**config.mk**
```make
export PLATFORM = sky130hd
export DESIGN_NAME = sensor_boxcar_average_classifier
export DESIGN_NICKNAME = d
export VERILOG_FILES = /design/src/rtl/sbc_pkg.sv /design/src/rtl/sbc_channel.sv /design/src/rtl/sbc_average.sv /design/src/rtl/sbc_verdict.sv /design/src/rtl/sensor_boxcar_average_classifier.sv
export SDC_FILE = /design/constraint.sdc
export NUM_CORES = 2
export LEC_CHECK = 0
export ABC_AREA = 1
export BUFFER_PORTS_ARGS = -buffer_cell sky130_fd_sc_hd__buf_2
export CAP_MARGIN = 5
export CELL_PAD_IN_SITES_DETAIL_PLACEMENT = 1
export CELL_PAD_IN_SITES_GLOBAL_PLACEMENT = 2
export CORE_MARGIN = 10
export CORE_UTILIZATION = 42
export CTS_BUF_LIST = sky130_fd_sc_hd__clkbuf_4 sky130_fd_sc_hd__clkbuf_8 sky130_fd_sc_hd__clkbuf_16
export DETAILED_ROUTE_END_ITERATION = 12
export GPL_TIMING_DRIVEN = 1
export HOLD_SLACK_MARGIN = 0.08
export PLACE_DENSITY_LB_ADDON = 0.1
export SLEW_MARGIN = 5
export SYNTH_ARGS = -nofsm -noshare
export SYNTH_HDL_FRONTEND = slang
export SYNTH_SLANG_ARGS = --single-unit
export TNS_END_PERCENT = 1
```
**constraint.sdc**
```tcl
create_clock -name clock -period 11.6 [get_ports clock]
set_input_delay 1.16 -clock clock [delete_from_list [all_inputs] [get_ports clock]]
set_output_delay 1.16 -clock clock [all_outputs]
set_load 0.05 [all_outputs]
```
**src/rtl/sbc_pkg.sv**
```systemverilog
// shared types and constants for the sensor boxcar average classifier
package sbc_pkg;

   // field widths
   localparam int SAMPLE_W    = 16;
   localparam int THRESHOLD_W = 16;
   localparam int MARGIN_W    = 8;

   // configuration port
   localparam int CSR_INDEX_W = 4;
   localparam int CSR_DATA_W  = 16;

   localparam logic [CSR_INDEX_W-1:0] CSR_BAND_CENTER     = CSR_INDEX_W'(0);
   localparam logic [CSR_INDEX_W-1:0] CSR_HUMIDITY_MARGIN = CSR_INDEX_W'(1);

   localparam logic [THRESHOLD_W-1:0] THRESHOLD_RESET = THRESHOLD_W'(60);
   localparam logic [MARGIN_W-1:0]    MARGIN_RESET    = MARGIN_W'(2);

   // classification result
   typedef enum logic [1:0] {
      VERDICT_NOT_FILLED  = 2'd0,
      VERDICT_OUT_OF_BAND = 2'd1,
      VERDICT_DROPPING    = 2'd2,
      VERDICT_RISING      = 2'd3
   } verdict_type;

endpackage

```
**src/rtl/sbc_channel.sv**
```systemverilog
// one channel: circular sample line and running window sum
module sbc_channel #(
   parameter int WINDOW = 10,
   parameter int SUM_W  = 20
) (
   input  logic                          clock,
   input  logic                          reset,
   input  logic                          advance,
   input  logic                          sample_valid,
   input  logic [sbc_pkg::SAMPLE_W-1:0]  sample,
   output logic [SUM_W-1:0]              sum_next
);
   import sbc_pkg::*;

   logic [SAMPLE_W-1:0] ring_ff [WINDOW];
   logic [SAMPLE_W-1:0] ring_in [WINDOW];
   logic [SUM_W-1:0]    sum_ff;
   logic [SUM_W-1:0]    sum_in;
   logic [SAMPLE_W-1:0] oldest;

   // the last tap holds the entry that the current slot overwrites
   assign oldest = ring_ff[WINDOW-1];

   always_comb begin
      ring_in[0] = sample_valid ? sample : oldest;
      for (int i = 1; i < WINDOW; i++) begin
         ring_in[i] = ring_ff[i-1];
      end
      if (sample_valid) begin
         sum_in = sum_ff - SUM_W'(oldest) + SUM_W'(sample);
      end else begin
         sum_in = sum_ff;
      end
   end

   assign sum_next = sum_in;

   always_ff @(posedge clock) begin
      if (reset) begin
         sum_ff <= '0;
         for (int i = 0; i < WINDOW; i++) begin
            ring_ff[i] <= '0;
         end
      end else if (advance) begin
         sum_ff <= sum_in;
         for (int i = 0; i < WINDOW; i++) begin
            ring_ff[i] <= ring_in[i];
         end
      end
   end

endmodule

```
**src/rtl/sbc_average.sv**
```systemverilog
// window sum divided by the window length through a reciprocal multiply
module sbc_average #(
   parameter int WINDOW = 10,
   parameter int SUM_W  = 20
) (
   input  logic [SUM_W-1:0]             sum,
   output logic [sbc_pkg::SAMPLE_W-1:0] average
);
   import sbc_pkg::*;

   // ceil(2^shift / window) is exact for every sum below 2^SUM_W
   localparam int    REC_SHIFT = SUM_W + $clog2(WINDOW);
   localparam int    MULT_W    = SUM_W + 1;
   localparam longint REC_MULT =
      ((longint'(1) << REC_SHIFT) + longint'(WINDOW) - longint'(1)) / longint'(WINDOW);
   localparam logic [MULT_W-1:0] REC_CONST = MULT_W'(REC_MULT);

   logic [SUM_W+MULT_W-1:0] product;

   assign product = (SUM_W+MULT_W)'(sum) * (SUM_W+MULT_W)'(REC_CONST);
   assign average = product[REC_SHIFT +: SAMPLE_W];

endmodule

```
**src/rtl/sbc_verdict.sv**
```systemverilog
// humidity band check and temperature trend compare
module sbc_verdict (
   input  logic                            window_filled,
   input  logic [sbc_pkg::SAMPLE_W-1:0]    humidity_average,
   input  logic [sbc_pkg::SAMPLE_W-1:0]    temperature_average,
   input  logic [sbc_pkg::SAMPLE_W-1:0]    temperature_sample,
   input  logic [sbc_pkg::THRESHOLD_W-1:0] band_center,
   input  logic [sbc_pkg::MARGIN_W-1:0]    humidity_margin,
   output sbc_pkg::verdict_type            verdict
);
   import sbc_pkg::*;

   logic [THRESHOLD_W-1:0] band_low;
   logic [THRESHOLD_W:0]   band_high;
   logic                   out_of_band;

   // lower edge clamps at zero, upper edge keeps its carry
   always_comb begin
      if (band_center > THRESHOLD_W'(humidity_margin)) begin
         band_low = band_center - THRESHOLD_W'(humidity_margin);
      end else begin
         band_low = '0;
      end
      band_high   = (THRESHOLD_W+1)'(band_center) + (THRESHOLD_W+1)'(humidity_margin);
      out_of_band = (humidity_average < band_low) ||
                    ((THRESHOLD_W+1)'(humidity_average) > band_high);
      if (!window_filled) begin
         verdict = VERDICT_NOT_FILLED;
      end else if (out_of_band) begin
         verdict = VERDICT_OUT_OF_BAND;
      end else if (temperature_sample < temperature_average) begin
         verdict = VERDICT_DROPPING;
      end else begin
         verdict = VERDICT_RISING;
      end
   end

endmodule

```
**src/rtl/sensor_boxcar_average_classifier.sv**
```systemverilog
// top level: three-channel boxcar averager with humidity band and trend verdict
//
// Each accepted transaction carries one CO2 / temperature / humidity sample set
// and a valid flag, and produces exactly one result transaction. A valid set
// replaces the oldest entry of each channel's WINDOW-deep history and updates
// the running sums; an invalid set leaves them alone, but the window position
// still advances. Averages are sum / WINDOW, truncated. Once the position has
// wrapped for the first time the result carries a verdict: humidity out of
// band (threshold +/- margin, both edges inclusive, lower edge clamped at 0),
// else temperature dropping when the raw temperature sample is below its
// average, else rising; before that the verdict reads "not filled".
// Throughput is one transaction per clock unless rsp_stall holds the flow. The
// running sums update at acceptance and stage 1 registers them, the reciprocal
// multiply that divides by WINDOW has stage 2 of its own, and the verdict
// compare feeds the result register. The add/subtract feedback of the running
// sums sets the rate. The sample histories sit in flops cleared by reset, so
// there is no clearing pass after reset.
// Write the configuration only while no transaction is in flight; the band
// registers are read at the verdict stage.
module sensor_boxcar_average_classifier #(
   parameter int WINDOW = 10
) (
   input  logic                              clock,
   input  logic                              reset,
   // request channel
   input  logic                              req_valid,
   output logic                              req_stall,
   input  logic                              req_sample_valid,
   input  logic [sbc_pkg::SAMPLE_W-1:0]      req_co2_sample,
   input  logic [sbc_pkg::SAMPLE_W-1:0]      req_temperature_sample,
   input  logic [sbc_pkg::SAMPLE_W-1:0]      req_humidity_sample,
   // response channel
   output logic                              rsp_valid,
   input  logic                              rsp_stall,
   output logic [1:0]                        rsp_verdict,
   output logic [sbc_pkg::SAMPLE_W-1:0]      rsp_co2_average,
   output logic [sbc_pkg::SAMPLE_W-1:0]      rsp_temperature_average,
   output logic [sbc_pkg::SAMPLE_W-1:0]      rsp_humidity_average,
   // configuration write port
   input  logic                              csr_write_enable,
   input  logic [sbc_pkg::CSR_INDEX_W-1:0]   csr_index,
   input  logic [sbc_pkg::CSR_DATA_W-1:0]    csr_write_data
);
   import sbc_pkg::*;

   // sum holds up to WINDOW full-scale samples
   localparam int SUM_W = SAMPLE_W + $clog2(WINDOW + 1);
   localparam int POS_W = (WINDOW > 1) ? $clog2(WINDOW) : 1;
   localparam logic [POS_W-1:0] POS_LAST = POS_W'(WINDOW - 1);

   // configuration registers
   logic [THRESHOLD_W-1:0] threshold_ff;
   logic [MARGIN_W-1:0]    margin_ff;

   always_ff @(posedge clock) begin
      if (reset) begin
         threshold_ff <= THRESHOLD_RESET;
         margin_ff    <= MARGIN_RESET;
      end else if (csr_write_enable) begin
         case (csr_index)
            CSR_BAND_CENTER:     threshold_ff <= csr_write_data[THRESHOLD_W-1:0];
            CSR_HUMIDITY_MARGIN: margin_ff    <= csr_write_data[MARGIN_W-1:0];
            default: ;  // indexes past the register list are dropped
         endcase
      end
   end

   // pipeline flow control: a stage loads when it is empty or drains
   logic out_free;
   logic s2_free;
   logic s1_free;
   logic accept;

   logic s1_valid_ff, s1_valid_in;
   logic s2_valid_ff, s2_valid_in;
   logic rsp_valid_ff, rsp_valid_in;

   assign out_free  = !rsp_valid_ff || !rsp_stall;
   assign s2_free   = !s2_valid_ff || out_free;
   assign s1_free   = !s1_valid_ff || s2_free;
   assign req_stall = !s1_free;
   assign accept    = req_valid && s1_free;

   // window position and fill flag, advanced on every accepted transaction
   logic [POS_W-1:0] pos_ff, pos_in;
   logic             filled_ff, filled_in;

   always_comb begin
      if (pos_ff == POS_LAST) begin
         pos_in    = '0;
         filled_in = 1'b1;
      end else begin
         pos_in    = pos_ff + POS_W'(1);
         filled_in = filled_ff;
      end
   end

   // per-channel histories and running sums
   logic [SUM_W-1:0] co2_sum_next;
   logic [SUM_W-1:0] temp_sum_next;
   logic [SUM_W-1:0] hum_sum_next;

   sbc_channel #(.WINDOW(WINDOW), .SUM_W(SUM_W)) u_co2 (
      .clock        (clock),
      .reset        (reset),
      .advance      (accept),
      .sample_valid (req_sample_valid),
      .sample       (req_co2_sample),
      .sum_next     (co2_sum_next)
   );

   sbc_channel #(.WINDOW(WINDOW), .SUM_W(SUM_W)) u_temperature (
      .clock        (clock),
      .reset        (reset),
      .advance      (accept),
      .sample_valid (req_sample_valid),
      .sample       (req_temperature_sample),
      .sum_next     (temp_sum_next)
   );

   sbc_channel #(.WINDOW(WINDOW), .SUM_W(SUM_W)) u_humidity (
      .clock        (clock),
      .reset        (reset),
      .advance      (accept),
      .sample_valid (req_sample_valid),
      .sample       (req_humidity_sample),
      .sum_next     (hum_sum_next)
   );

   // stage 1: snapshot of the sums after this transaction
   logic [SUM_W-1:0]    s1_co2_sum_ff;
   logic [SUM_W-1:0]    s1_temp_sum_ff;
   logic [SUM_W-1:0]    s1_hum_sum_ff;
   logic [SAMPLE_W-1:0] s1_temp_sample_ff;
   logic                s1_filled_ff;

   // stage 2: averages out of the reciprocal multiply
   logic [SAMPLE_W-1:0] co2_avg_in, temp_avg_in, hum_avg_in;
   logic [SAMPLE_W-1:0] s2_co2_avg_ff;
   logic [SAMPLE_W-1:0] s2_temp_avg_ff;
   logic [SAMPLE_W-1:0] s2_hum_avg_ff;
   logic [SAMPLE_W-1:0] s2_temp_sample_ff;
   logic                s2_filled_ff;

   sbc_average #(.WINDOW(WINDOW), .SUM_W(SUM_W)) u_co2_avg (
      .sum     (s1_co2_sum_ff),
      .average (co2_avg_in)
   );

   sbc_average #(.WINDOW(WINDOW), .SUM_W(SUM_W)) u_temp_avg (
      .sum     (s1_temp_sum_ff),
      .average (temp_avg_in)
   );

   sbc_average #(.WINDOW(WINDOW), .SUM_W(SUM_W)) u_hum_avg (
      .sum     (s1_hum_sum_ff),
      .average (hum_avg_in)
   );

   // result stage: verdict from the stage 2 averages
   verdict_type         verdict_in;
   verdict_type         rsp_verdict_ff;
   logic [SAMPLE_W-1:0] rsp_co2_avg_ff;
   logic [SAMPLE_W-1:0] rsp_temp_avg_ff;
   logic [SAMPLE_W-1:0] rsp_hum_avg_ff;

   sbc_verdict u_verdict (
      .window_filled       (s2_filled_ff),
      .humidity_average    (s2_hum_avg_ff),
      .temperature_average (s2_temp_avg_ff),
      .temperature_sample  (s2_temp_sample_ff),
      .band_center         (threshold_ff),
      .humidity_margin     (margin_ff),
      .verdict             (verdict_in)
   );

   // valid bits of the three stages
   always_comb begin
      s1_valid_in  = s1_free  ? accept      : s1_valid_ff;
      s2_valid_in  = s2_free  ? s1_valid_ff : s2_valid_ff;
      rsp_valid_in = out_free ? s2_valid_ff : rsp_valid_ff;
   end

   // control state
   always_ff @(posedge clock) begin
      if (reset) begin
         s1_valid_ff  <= 1'b0;
         s2_valid_ff  <= 1'b0;
         rsp_valid_ff <= 1'b0;
         pos_ff       <= '0;
         filled_ff    <= 1'b0;
      end else begin
         s1_valid_ff  <= s1_valid_in;
         s2_valid_ff  <= s2_valid_in;
         rsp_valid_ff <= rsp_valid_in;
         if (accept) begin
            pos_ff    <= pos_in;
            filled_ff <= filled_in;
         end
      end
   end

   // payload registers
   always_ff @(posedge clock) begin
      if (accept) begin
         s1_co2_sum_ff     <= co2_sum_next;
         s1_temp_sum_ff    <= temp_sum_next;
         s1_hum_sum_ff     <= hum_sum_next;
         s1_temp_sample_ff <= req_temperature_sample;
         s1_filled_ff      <= filled_in;
      end
      if (s2_free && s1_valid_ff) begin
         s2_co2_avg_ff     <= co2_avg_in;
         s2_temp_avg_ff    <= temp_avg_in;
         s2_hum_avg_ff     <= hum_avg_in;
         s2_temp_sample_ff <= s1_temp_sample_ff;
         s2_filled_ff      <= s1_filled_ff;
      end
      if (out_free && s2_valid_ff) begin
         rsp_verdict_ff  <= verdict_in;
         rsp_co2_avg_ff  <= s2_co2_avg_ff;
         rsp_temp_avg_ff <= s2_temp_avg_ff;
         rsp_hum_avg_ff  <= s2_hum_avg_ff;
      end
   end

   assign rsp_valid               = rsp_valid_ff;
   assign rsp_verdict             = rsp_verdict_ff;
   assign rsp_co2_average         = rsp_co2_avg_ff;
   assign rsp_temperature_average = rsp_temp_avg_ff;
   assign rsp_humidity_average    = rsp_hum_avg_ff;

`ifndef ASSERT_OFF
   // once the window has wrapped it stays filled
   assert property (@(posedge clock) disable iff (reset) filled_ff |=> filled_ff)
      else $error("window fill flag dropped");

   // position never leaves the window
   assert property (@(posedge clock) disable iff (reset) pos_ff <= POS_LAST)
      else $error("window position out of range");

   // an accepted transaction always lands in stage 1
   assert property (@(posedge clock) disable iff (reset)
      (req_valid && !req_stall) |=> s1_valid_ff)
      else $error("accepted transaction lost at stage 1");

   // no verdict can be reported while the window has never wrapped
   assert property (@(posedge clock) disable iff (reset)
      (rsp_valid_ff && !filled_ff) |-> (rsp_verdict_ff == VERDICT_NOT_FILLED))
      else $error("verdict given before window filled");
`endif

endmodule

```
==> impl_results.md <==
* Setup TNS Final at 0 ns
* Initial Utilization at 42.33%
* Post-cts resize count at 0
* GPL Wtd Cong at 0.9073
* Hold Buf Count CTS at 0
* Post-DP HPWL at 120300 µm
* Cell Count Post-Placement at ~7700
* CTS H-tree depth at 3
* Distinct cell type count after synthesis at 57
* Met3 usage at under 10%
* CP Data Required Time at 12.01 ns
* Final Slew Violations at 0
* Max Root-Sink Buffers at 3
* Die area at approximately 150000 µm²
* FP Rows at around 140
* Routing usage on met1 at between 20% and 30%
* Slew @ Worst Pin at around 1 ns
* Setup bufs post-CTS at 0
* Clock Tree Root: clkbuf_16
* TritonCTS Buffers at around 90
* CP Launch Type: flop
* Final setup fails at 0
* Syn avg cell area at approximately 10 µm²
* Footprint of the multi-input gates at 29100 µm²
* Routed wire per std cell at 19.16 µm
* Total Routing Usage GR at between 10% and 20%
* # clock sinks at between 700 and 800
* Endpoint class of the critical path: flop
* Post-Synthesis Cells at a little under 6000
* Crit path DAT at 6.51 ns
* Share of cells above drive strength 1 at 5.780%
* First-pass GRT wire length at 239200 µm
* DR pass1 iterations at 5
* 1st-iter DRT viols at between 1500 and 2000
* FILL cells at between 15000 and 20000
* Crit Path Class: reg -> reg
* Period utilization at a little over half
* GRT Max-Usage Layer: met2
* Port Buffers at 125
* Largest net degree at the start of global routing at 187
* CTS tree: done
* Via count at about 38000
* Main synth FF type: edfxtp_1
* Ys async rst share at 0%
* I/O pin count at about 130
* Synthesized net count at between 7000 and 8000
* Final Hold Slack at around 0.38 ns
* Status: complete, no violations
* Seq cells post-synth at ~760
* Post-synth EDFFs at 672
* Vias in the first global route at roughly 42000
* Die Ht at between 300 and 400 µm
* Final Hold Fails at 0
* Core area at between 100000 and 150000 µm²
* Hold WC Path Type: reg -> reg
* Final Critical Period at between 6 and 7 ns
* Sequential share of the synthesized area at between 30% and 40%
* Slew margin rel. at between 30% and 40%
* GR Util met2 at between 30% and 40%
* Drc violations at 0
* Vias/cell at a little under 5
* RSZ-0062 raised after global routing: no
* # nets final at about 7200
* Placement Setup Slack at 5.519 ns
* Max_cap viols at 0
* Final setup margin at roughly 5.5 ns
* F_max at about 160 MHz
* Antenna-violating nets left at 0
* Syn Std Cell Area at approximately 57000 µm²
* Total wire length at around 150000 µm
* Total global routing overflow at 0
* Clock latency on the worst-skew pair at around 0.73 ns
* Storage cell area at around 22000 µm²
* Setup Skew at around 0.054 ns
* Initial antenna violation count at 2
* Layout area overhead at 9.520%
* Worst-path clk slew at ~0.06 ns
* Yosys warns at 0
* Max FO, Critical Path at 6
* Final non-filler cell total at ~7900
* Chip Width at 389.5 µm
==> Yosys cell counts (14+ instances only) <==
library cell,count,share of area (%)
a21o_1,38,0.50
a21oi_1,275,2.4
a31oi_1,16,0.17
buf_2,46,0.40
buf_6,22,0.43
clkbuf_1,23,0.15
dfxtp_1,92,3.2
edfxtp_1,672,35
fa_1,440,15
ha_1,712,16
inv_1,1493,9.8
nand2_1,643,4.2
nand3_1,120,1.0
nand4_1,45,0.49
nor2_1,645,4.2
nor3_1,31,0.27
o21a_1,15,0.20
o21ai_0,191,1.7
o21bai_1,18,0.24
o22ai_1,37,0.40
or2_2,14,0.15
xnor2_1,35,0.53
xor2_1,114,1.7
==> cells by family after synthesis <==
logic type               after synthesis  synth area share (%)
flip-flops                           764                 38.40
buffers and inverters               1597                 10.86
XOR/XNOR                             149                 2.276
adder cells (fa/ha/maj)             1152                 30.90
AND/OR/NAND/NOR                     1543                 11.02
AO/OA/AOI/OAI                        661                 6.544
==> worst paths after layout <==
check                        startpoint  slack [ns]  cells after the start               endpoint
hold reg to reg   s1_temp_sample_ff[14]        0.38                      0  s2_temp_sample_ff[14]
setup / recovery      s1_temp_sum_ff[8]        5.50                     23     s2_temp_avg_ff[14]
setup reg to reg      s1_temp_sum_ff[8]        5.50                     23     s2_temp_avg_ff[14]
hold / removal    s1_temp_sample_ff[14]        0.38                      0  s2_temp_sample_ff[14]
==> state kept, by name, indices dropped and copies added (netlist names), 16 cells and up <==
signal                   flops
threshold_ff                16
u_humidity.sum_ff           20
s2_temp_avg_ff              16
rsp_co2_average             16
s2_hum_avg_ff               16
rsp_temperature_average     16
u_co2.ring_ff              160
u_humidity.ring_ff         160
u_temperature.sum_ff        20
u_co2.sum_ff                20
s1_temp_sample_ff           16
rsp_humidity_average        16
u_temperature.ring_ff      160
s1_hum_sum_ff               20
s2_temp_sample_ff           16
s2_co2_avg_ff               16
s1_temp_sum_ff              20
s1_co2_sum_ff               20
==> metrics by stage <==
| stage | instance area (µm²) | utilization (%) |
|---|---|---|
| 6_report | 62800 | 46.36 |
| 5_1_grt | 62800 | 46.36 |
| 4_1_cts | 62800 | 46.36 |
| 3_5_place_dp | 59750 | 44.11 |
| 3_3_place_gp | 59750 | 44.11 |
| 2_1_floorplan | 57340 | - |
==> per-layer routing <==
metal  share of wire (%)  vias up  routed length [µm]
li1                    -    18880                   -
met1                  46    18890               69880
met2                  48      470               71760
met3                 3.3      189                5013
met4                 2.5        0                3815
met5                   0        -                   0
==> area by class of cell <==
type | count | area share, %
multi-input cells | 3505 | 46.34
flip-flops and latches | 764 | 35.07
inverters | 1498 | 8.986
clock buffers | 120 | 4.027
well taps | 1781 | 3.548
repair buffers | 140 | 1.199
clock inverters | 46 | 0.8268
diodes | 1 | 0.003985
==> placed cells by master, fill, tap and decap left out, drive strengths merged, types with 10 or more instances in the layout <==
cell type,instances
a21boi,10
a21o,38
a21oi,279
a31oi,16
buf,140
clkbuf,120
clkinv,30
dfxtp,92
edfxtp,672
fa,440
ha,712
inv,1504
nand2,646
nand3,123
nand4,45
nor2,654
nor3,35
nor4,10
o211ai,12
o21a,15
o21ai,211
o21bai,18
o22ai,37
or2,17
xnor2,35
xor2,114
==> critical path, stage by stage, from the launching register on <==
cell and delay (ns):
edfxtp_1 0.58, ha_1 0.48, xor2_1 0.18, ha_1 0.21, a21o_1 0.16, ha_1 0.29, inv_1 0.05, fa_1 0.49
fa_1 0.55, inv_1 0.05, fa_1 0.52, inv_1 0.07, fa_1 0.49, inv_1 0.05, ha_1 0.31, a21o_1 0.21
a21oi_1 0.15, nor2_1 0.05, o21ai_0 0.14, nand3_1 0.18, a21boi_2 0.31, nor2_1 0.08, nor2_1 0.12, xnor2_1 0.09
Power is left out: the tool's default activity adds up to more than one toggle a clock period on the data nets, which glitch-free logic cannot reach.
